### config.mk
export PLATFORM = sky130hd
export DESIGN_NAME = json_string_unescape_utf8_core
export DESIGN_NICKNAME = d
export VERILOG_FILES = /design/src/sv/jsu_pkg.sv /design/src/sv/json_string_unescape_utf8_core.sv /design/src/sv/jsu_step.sv /design/src/sv/jsu_outq.sv
export SDC_FILE = /design/constraint.sdc
export NUM_CORES = 1
export LEC_CHECK = 0
export BUFFER_PORTS_ARGS = -buffer_cell sky130_fd_sc_hd__buf_2
export CAP_MARGIN = 20
export CORE_MARGIN = 1
export CORE_UTILIZATION = 64
export DETAILED_ROUTE_END_ITERATION = 8
export PLACE_DENSITY_LB_ADDON = 0.08
export SYNTH_ARGS = -nofsm -noshare
export SYNTH_HDL_FRONTEND = slang
export SYNTH_SLANG_ARGS = --single-unit
### constraint.sdc
create_clock -name clk -period 10.43 [get_ports clk]
set_input_delay 1.043 -clock clk [delete_from_list [all_inputs] [get_ports clk]]
set_output_delay 1.043 -clock clk [all_outputs]
set_load 0.005 [all_outputs]
### src/sv/jsu_pkg.sv
`default_nettype none
package jsu_pkg;

  // Decoder modes
  localparam logic [1:0] MODE_IDLE = 2'd0;
  localparam logic [1:0] MODE_STR  = 2'd1;
  localparam logic [1:0] MODE_ESC  = 2'd2;
  localparam logic [1:0] MODE_HEX  = 2'd3;

  // Result kinds
  localparam logic [1:0] KIND_BYTE  = 2'd0;
  localparam logic [1:0] KIND_CLOSE = 2'd1;
  localparam logic [1:0] KIND_ERROR = 2'd2;

  // Error codes
  localparam logic [2:0] ERR_NO_QUOTE     = 3'd0;
  localparam logic [2:0] ERR_END_ESCAPE   = 3'd1;
  localparam logic [2:0] ERR_END_HEX      = 3'd2;
  localparam logic [2:0] ERR_BAD_HEX      = 3'd3;
  localparam logic [2:0] ERR_UNKNOWN_ESC  = 3'd4;
  localparam logic [2:0] ERR_UNTERMINATED = 3'd5;

  // Characters
  localparam logic [7:0] CH_QUOTE = 8'h22;
  localparam logic [7:0] CH_BSLASH = 8'h5C;
  localparam logic [7:0] CH_SLASH = 8'h2F;
  localparam logic [7:0] CH_B = 8'h62;
  localparam logic [7:0] CH_F = 8'h66;
  localparam logic [7:0] CH_N = 8'h6E;
  localparam logic [7:0] CH_R = 8'h72;
  localparam logic [7:0] CH_T = 8'h74;
  localparam logic [7:0] CH_U = 8'h75;

  // Decoder state
  typedef struct packed {
    logic [1:0]  mode;
    logic [1:0]  hex_count;
    logic [15:0] code_point;
  } dec_state_t;

  // All results caused by one request; cnt is 0..3, byte 0 goes out first.
  typedef struct packed {
    logic [2:0][7:0] bytes;
    logic [1:0]      cnt;
    logic [1:0]      kind;
    logic [2:0]      err;
  } res_group_t;

endpackage
`default_nettype wire

### src/sv/json_string_unescape_utf8_core.sv
// JSON string unescaper with UTF-8 output.
// Input channel (in_*): one text byte per request in in_tdata[7:0]; in_tlast
// set means the text has ended and the data byte is ignored. A string starts
// at its opening quote; escapes are decoded and \uXXXX becomes 1 to 3 UTF-8
// bytes. Output channel (out_*): one result per request; out_tuser is the
// kind (decoded byte, string closed, error), out_tdata carries the byte and
// the error code, out_tlast marks the final result caused by one input byte.
// With the queue empty, a result appears on the output the cycle after its
// input byte is accepted.
// Throughput: one input byte per cycle unless stalled. A three-byte \u group
// followed at once by a byte that gives a result stalls the input while the
// group's tail drains; one- and two-byte groups never stall a ready receiver.
// The decoder state advances as each byte is accepted; results sit in a
// two-group queue, at most one group per input byte, read out byte by byte.
// When the receiver stalls the queue fills and in_tready drops once both
// groups are held and the head is not finishing this cycle.
// Reset (rst_n low, synchronous) empties the queue and returns the decoder
// to waiting for an opening quote.
`default_nettype none
module json_string_unescape_utf8_core
  import jsu_pkg::*;
(
  input  wire        clk,
  input  wire        rst_n,
  input  wire        in_tvalid,
  output logic       in_tready,
  input  wire [7:0]  in_tdata,    // [7:0] data_byte
  input  wire        in_tlast,    // at_end
  output logic       out_tvalid,
  input  wire        out_tready,
  output logic [15:0] out_tdata,  // [7:0] out_byte, [10:8] error_code, rest zero
  output logic [1:0] out_tuser,   // [1:0] kind
  output logic       out_tlast    // last result of this input byte
);

  dec_state_t st_r, st_nxt;
  res_group_t grp;
  logic       accept, full, pop_grp;

  // Decoder state advances on every accepted request.
  jsu_step u_step (
    .st        (st_r),
    .data_byte (in_tdata),
    .at_end    (in_tlast),
    .st_nxt    (st_nxt),
    .grp       (grp)
  );

  // Accept while a group slot is free or the head group leaves this cycle.
  assign in_tready = !full || pop_grp;
  assign accept    = in_tvalid && in_tready;

  always_ff @(posedge clk) begin
    if (!rst_n) begin
      st_r <= '0;
    end else if (accept) begin
      st_r <= st_nxt;
    end
  end

  jsu_outq u_outq (
    .clk        (clk),
    .rst_n      (rst_n),
    .push       (accept && (grp.cnt != 2'd0)),
    .push_grp   (grp),
    .full       (full),
    .pop_grp    (pop_grp),
    .out_tvalid (out_tvalid),
    .out_tready (out_tready),
    .out_tdata  (out_tdata),
    .out_tuser  (out_tuser),
    .out_tlast  (out_tlast)
  );

endmodule
`default_nettype wire

### src/sv/jsu_step.sv
`default_nettype none
module jsu_step
  import jsu_pkg::*;
(
  input  wire dec_state_t st,
  input  wire [7:0]       data_byte,
  input  wire             at_end,
  output dec_state_t      st_nxt,
  output res_group_t      grp
);

  logic [4:0]  hex_d;   // bit 4 flags a non-hex byte
  logic [15:0] cp_new;

  always_comb begin
    if (data_byte >= 8'h30 && data_byte <= 8'h39) begin
      hex_d = {1'b0, data_byte[3:0]};
    end else if ((data_byte >= 8'h61 && data_byte <= 8'h66) ||
                 (data_byte >= 8'h41 && data_byte <= 8'h46)) begin
      hex_d = {1'b0, data_byte[3:0] + 4'd9};
    end else begin
      hex_d = 5'h10;
    end
  end

  assign cp_new = {st.code_point[11:0], hex_d[3:0]};

  always_comb begin
    st_nxt = st;
    grp    = '0;
    case (st.mode)
      MODE_STR: begin
        if (at_end) begin
          st_nxt   = '0;
          grp.cnt  = 2'd1;
          grp.kind = KIND_ERROR;
          grp.err  = ERR_UNTERMINATED;
        end else if (data_byte == CH_QUOTE) begin
          st_nxt.mode = MODE_IDLE;
          grp.cnt     = 2'd1;
          grp.kind    = KIND_CLOSE;
        end else if (data_byte == CH_BSLASH) begin
          st_nxt.mode = MODE_ESC;
        end else begin
          grp.cnt      = 2'd1;
          grp.bytes[0] = data_byte;
        end
      end
      MODE_ESC: begin
        st_nxt.mode = MODE_STR;
        grp.cnt     = 2'd1;
        if (at_end) begin
          st_nxt   = '0;
          grp.kind = KIND_ERROR;
          grp.err  = ERR_END_ESCAPE;
        end else begin
          case (data_byte)
            CH_QUOTE:  grp.bytes[0] = CH_QUOTE;
            CH_BSLASH: grp.bytes[0] = CH_BSLASH;
            CH_SLASH:  grp.bytes[0] = CH_SLASH;
            CH_B:      grp.bytes[0] = 8'h08;
            CH_F:      grp.bytes[0] = 8'h0C;
            CH_N:      grp.bytes[0] = 8'h0A;
            CH_R:      grp.bytes[0] = 8'h0D;
            CH_T:      grp.bytes[0] = 8'h09;
            CH_U: begin
              st_nxt  = '{mode: MODE_HEX, hex_count: 2'd0, code_point: 16'd0};
              grp.cnt = 2'd0;
            end
            default: begin
              st_nxt   = '0;
              grp.kind = KIND_ERROR;
              grp.err  = ERR_UNKNOWN_ESC;
            end
          endcase
        end
      end
      MODE_HEX: begin
        if (at_end || hex_d[4]) begin
          st_nxt   = '0;
          grp.cnt  = 2'd1;
          grp.kind = KIND_ERROR;
          grp.err  = at_end ? ERR_END_HEX : ERR_BAD_HEX;
        end else if (st.hex_count != 2'd3) begin
          st_nxt.hex_count  = st.hex_count + 2'd1;
          st_nxt.code_point = cp_new;
        end else begin
          st_nxt = '{mode: MODE_STR, hex_count: 2'd0, code_point: 16'd0};
          if (cp_new < 16'h0080) begin
            grp.cnt      = 2'd1;
            grp.bytes[0] = cp_new[7:0];
          end else if (cp_new < 16'h0800) begin
            grp.cnt      = 2'd2;
            grp.bytes[0] = {3'b110, cp_new[10:6]};
            grp.bytes[1] = {2'b10, cp_new[5:0]};
          end else begin
            grp.cnt      = 2'd3;
            grp.bytes[0] = {4'b1110, cp_new[15:12]};
            grp.bytes[1] = {2'b10, cp_new[11:6]};
            grp.bytes[2] = {2'b10, cp_new[5:0]};
          end
        end
      end
      default: begin
        st_nxt.mode = MODE_IDLE;
        if (!at_end) begin
          if (data_byte == CH_QUOTE) begin
            st_nxt = '{mode: MODE_STR, hex_count: 2'd0, code_point: 16'd0};
          end else begin
            st_nxt   = '0;
            grp.cnt  = 2'd1;
            grp.kind = KIND_ERROR;
            grp.err  = ERR_NO_QUOTE;
          end
        end
      end
    endcase
  end

endmodule
`default_nettype wire

### src/sv/jsu_outq.sv
`default_nettype none
module jsu_outq
  import jsu_pkg::*;
(
  input  wire             clk,
  input  wire             rst_n,
  input  wire             push,
  input  wire res_group_t push_grp,
  output logic            full,
  output logic            pop_grp,
  output logic            out_tvalid,
  input  wire             out_tready,
  output logic [15:0]     out_tdata,   // [7:0] out_byte, [10:8] error_code, rest zero
  output logic [1:0]      out_tuser,   // [1:0] kind
  output logic            out_tlast
);

  res_group_t slot_r [2];
  logic       rd_r, wr_r;
  logic [1:0] cnt_r, cnt_nxt;
  logic [1:0] sub_r;
  res_group_t head;
  logic       pop_item;

  assign head       = slot_r[rd_r];
  assign full       = (cnt_r == 2'd2);
  assign out_tvalid = (cnt_r != 2'd0);
  assign pop_item   = out_tvalid && out_tready;
  assign out_tlast  = (sub_r == head.cnt - 2'd1);
  assign pop_grp    = pop_item && out_tlast;
  assign out_tdata  = {5'd0, head.err, head.bytes[sub_r]};
  assign out_tuser  = head.kind;

  always_comb begin
    cnt_nxt = cnt_r;
    if (push && !pop_grp) cnt_nxt = cnt_r + 2'd1;
    else if (!push && pop_grp) cnt_nxt = cnt_r - 2'd1;
  end

  always_ff @(posedge clk) begin
    if (!rst_n) begin
      rd_r  <= 1'b0;
      wr_r  <= 1'b0;
      cnt_r <= 2'd0;
      sub_r <= 2'd0;
    end else begin
      cnt_r <= cnt_nxt;
      if (push) wr_r <= ~wr_r;
      if (pop_grp) begin
        rd_r  <= ~rd_r;
        sub_r <= 2'd0;
      end else if (pop_item) begin
        sub_r <= sub_r + 2'd1;
      end
    end
  end

  always_ff @(posedge clk) begin
    if (push) slot_r[wr_r] <= push_grp;
  end

endmodule
`default_nettype wire
==> results.md <==
* Synthesized area per cell at 11.1 µm²
* Clock insertion delay at the later pin of the skew report at between 0.3 and 0.4 ns
* Routed wire per std cell at 18.1 µm
* Via count at between 3k and 4k
* Final Max Tran Viols at 0
* Pwr/cell area at 161 nW/µm²
* Root buffer cell: clkbuf_8
* Clk pin slew, worst setup/hold paths at about 0.08 ns
* Most common cell in the synthesized netlist: edfxtp_1
* Total track usage at 26.8%
* Pre-antenna DRT Iters at 4
* Layout area overhead at 9.00%
* Yosys top cell by area: edfxtp_1
* Die ar. at slightly below 7000 µm²
* CP peak stage delay at about 0.86 ns
* Num CTS Buffers at 9
* Worst min path class: flop to flop
* DR vias/cell at between 6 and 7
* Die W at 83.4 µm
* # IOs at 34
* Port buffer count at 28
* Synth area leaders: edfxtp_1 (41%), dfxtp_1 (11%), mux2i_1 (6.6%)
* Final setup viols at 0
* Total of max-cap violations at 0
* Final min period at 3.98 ns
* Vias in the first global route at around 2.9k
* Leakage at 1.63 nW
* Global-route wire length before repair at roughly 14000 µm
* RSZ-0062 raised after global routing: false
* Placed cells at around 470
* Post-synth top cells: edfxtp_1 (58), nand2_1 (44), mux2i_1 (28), nor2_1 (25), dfxtp_1 (23)
* Routability cong. at 0.935
* Die H at approximately 83 µm
* TritonCTS clock tree: built
* Post-synth ARST share at 0%
* Routed wire length at ~8800 µm
* Number of distinct library cells after synthesis at roughly 70
* Measured slew at the worst slew-check pin at slightly above 0.9 ns
* Post-place instance area at around 4400 µm²
* Largest net degree at the start of global routing at 26
* Critical Path AT at roughly 4 ns
* Critical Path RT at approximately 10 ns
* Setup crit end kind: flop
* GRT overflow at 0
* Antenna cells at 0
* Worst Setup Path Type: input port to flop
* Area fraction of the dominant cell type after synthesis at between 40% and 50%
* Initial antenna violation count at 0
* Worst Setup Start Kind: input port
* Post-synth EDFFs at a little under 60
* CTS resizes at 0
* Cts hold-fix bufs at 0
* Max_slew headroom at 38.7%
* Worst hold slack at 0.471 ns
* Core area at ~6400 µm²
* Crit-path cells: buf_2 -> inv_1 -> ha_1 -> o21bai_1 -> a2111oi_2 -> or2_1 -> and2_2 -> nand2_1 -> inv_2 -> o21a_4 -> nor2b_2 -> buf_4
* Top FF cell, synth: edfxtp_1
* Seq/Total Area, Yosys at about half
* Final HPWL DP at 6410 µm
* Mapped Area at between 4000 and 5000 µm²
* Nets at 425
* Final Cell Area at around 4600 µm²
* Row count at 29
* Flops & latches, synth at 81
* CTS H-tree depth at 3
* CP Launch Point: in_tdata[1]
* Register-to-register setup slack at about 7.3 ns
* Final number of hold-violating endpoints at 0
* Status: complete, no violations
* Post-Syn Instances at between 300 and 400
* Max FO, Critical Path at 25
* Final setup TNS at 0 ns
* VDD IR max at 0.128 mV
* DRC viols at 0
* Setup Fix Bufs, Post-CTS at 0
* Initial Util at roughly two thirds
* Share of layout cells above drive strength 1 at about 18%
* Final Skew at around 0.014 ns
* Routed Antenna Nets at 0
* Max Clk Rate at around 250 MHz
* Post-Layout Cell Count at 488
* Num Clock Sinks at slightly above 80
* Cell at the slowest stage of the critical path: a2111oi_2
* Longest Clk Path Bufs at 2
* DR iter-0 viols at about 130
* Warnings, synthesis at 0
* Period utilisation layout at a little under two fifths
* Hold path startpoint: st_r[17]
## critical path: cells and delay by family
kind / cells / cell delay, ns
compound gates: 3 / 1.12
simple gates: 4 / 0.86
buf+inv: 4 / 0.72
fa+ha+maj: 1 / 0.24
## where the power goes
group,switching (W),leakage (nW),total (W),internal (W)
registers,0.0000135,0.715,0.000381,0.000368
logic,0.0000632,0.804,0.000117,0.0000539
clock network,0.000111,0.108,0.000246,0.000136
total,0.000187,1.63,0.000744,0.000557
## path summary, 6_finish.rpt
path	end	depth (start not counted)
worst max-delay path	u_outq.slot_r[0][1]	12
worst min-delay path	st_r[17]	2
worst max register to register	u_outq.slot_r[0][1]	8
worst min register to register	st_r[17]	2
## final cells by class
class	count	area, µm²
Sequential cell	81	2200
Clock buffer	10	128
Multi-Input combinational cell	263	1860
Inverter	19	71.3
Tap cell	77	96.3
Fill cell	467	1760
Timing Repair Buffer	32	170
Clock inverter	6	90.1
## registers in the layout, indices dropped and copies added, names as in the netlist, named ones only
name	flops
u_outq.sub_r	2
u_outq.wr_r	1
st_r	16
u_outq.cnt_r	2
u_outq.slot_r	58
u_outq.rd_r	1
## cell usage in the layout (no fill, tap or decap), types with 3 or more instances in the layout
cell type and instances:
nor3_1 11, conb_1 5, mux4_2 7, edfxtp_1 58
xor2_1 4, a21oi_1 21, mux2_2 5, o21bai_1 3
and2_1 7, buf_2 28, mux2i_1 28, clkbuf_8 9
o21ai_0 7, buf_4 4, a22oi_1 3, nand2_1 44
o22ai_1 8, ha_1 6, nand2b_1 6, nor2_1 25
inv_1 17, nand3b_1 5, a211oi_1 3, dfxtp_1 23
nand3_1 4, nor4_1 5, o21ai_1 7
## cells by family after synthesis
group / count (synthesis) / share of synthesized area (%)
simple gates: 130 / 16.2
flops: 81 / 51.9
compound gates: 76 / 12.5
buf+inv: 42 / 4.51
mux: 41 / 12.0
fa+ha+maj: 6 / 1.77
xor+xnor: 5 / 1.03
other cells: 1 / 0.0884
## per-stage QoR
stage	setup slack, ns	power [W]	utilization [%]
after CTS	6.50	0.000747	72.4
after floorplan	5.86	0.000470	-
after detailed placement	6.15	0.000506	69.0
after global placement	6.22	0.000502	69.0
after global routing	6.20	0.000773	72.4
final	6.45	0.000744	72.4
## layer usage
| layer | share of wire (%) | track usage (%) | wire (µm) | up-vias |
|---|---|---|---|---|
| met5 | 0 | 0 | 0 | - |
| met4 | 2.1 | 10.7 | 190 | 0 |
| met3 | 4.8 | 5.96 | 428 | 17 |
| met2 | 47 | 42.0 | 4160 | 86 |
| met1 | 46 | 36.7 | 4070 | 1484 |
| li1 | - | - | - | 1458 |
Power figures use the tool's default switching activity.
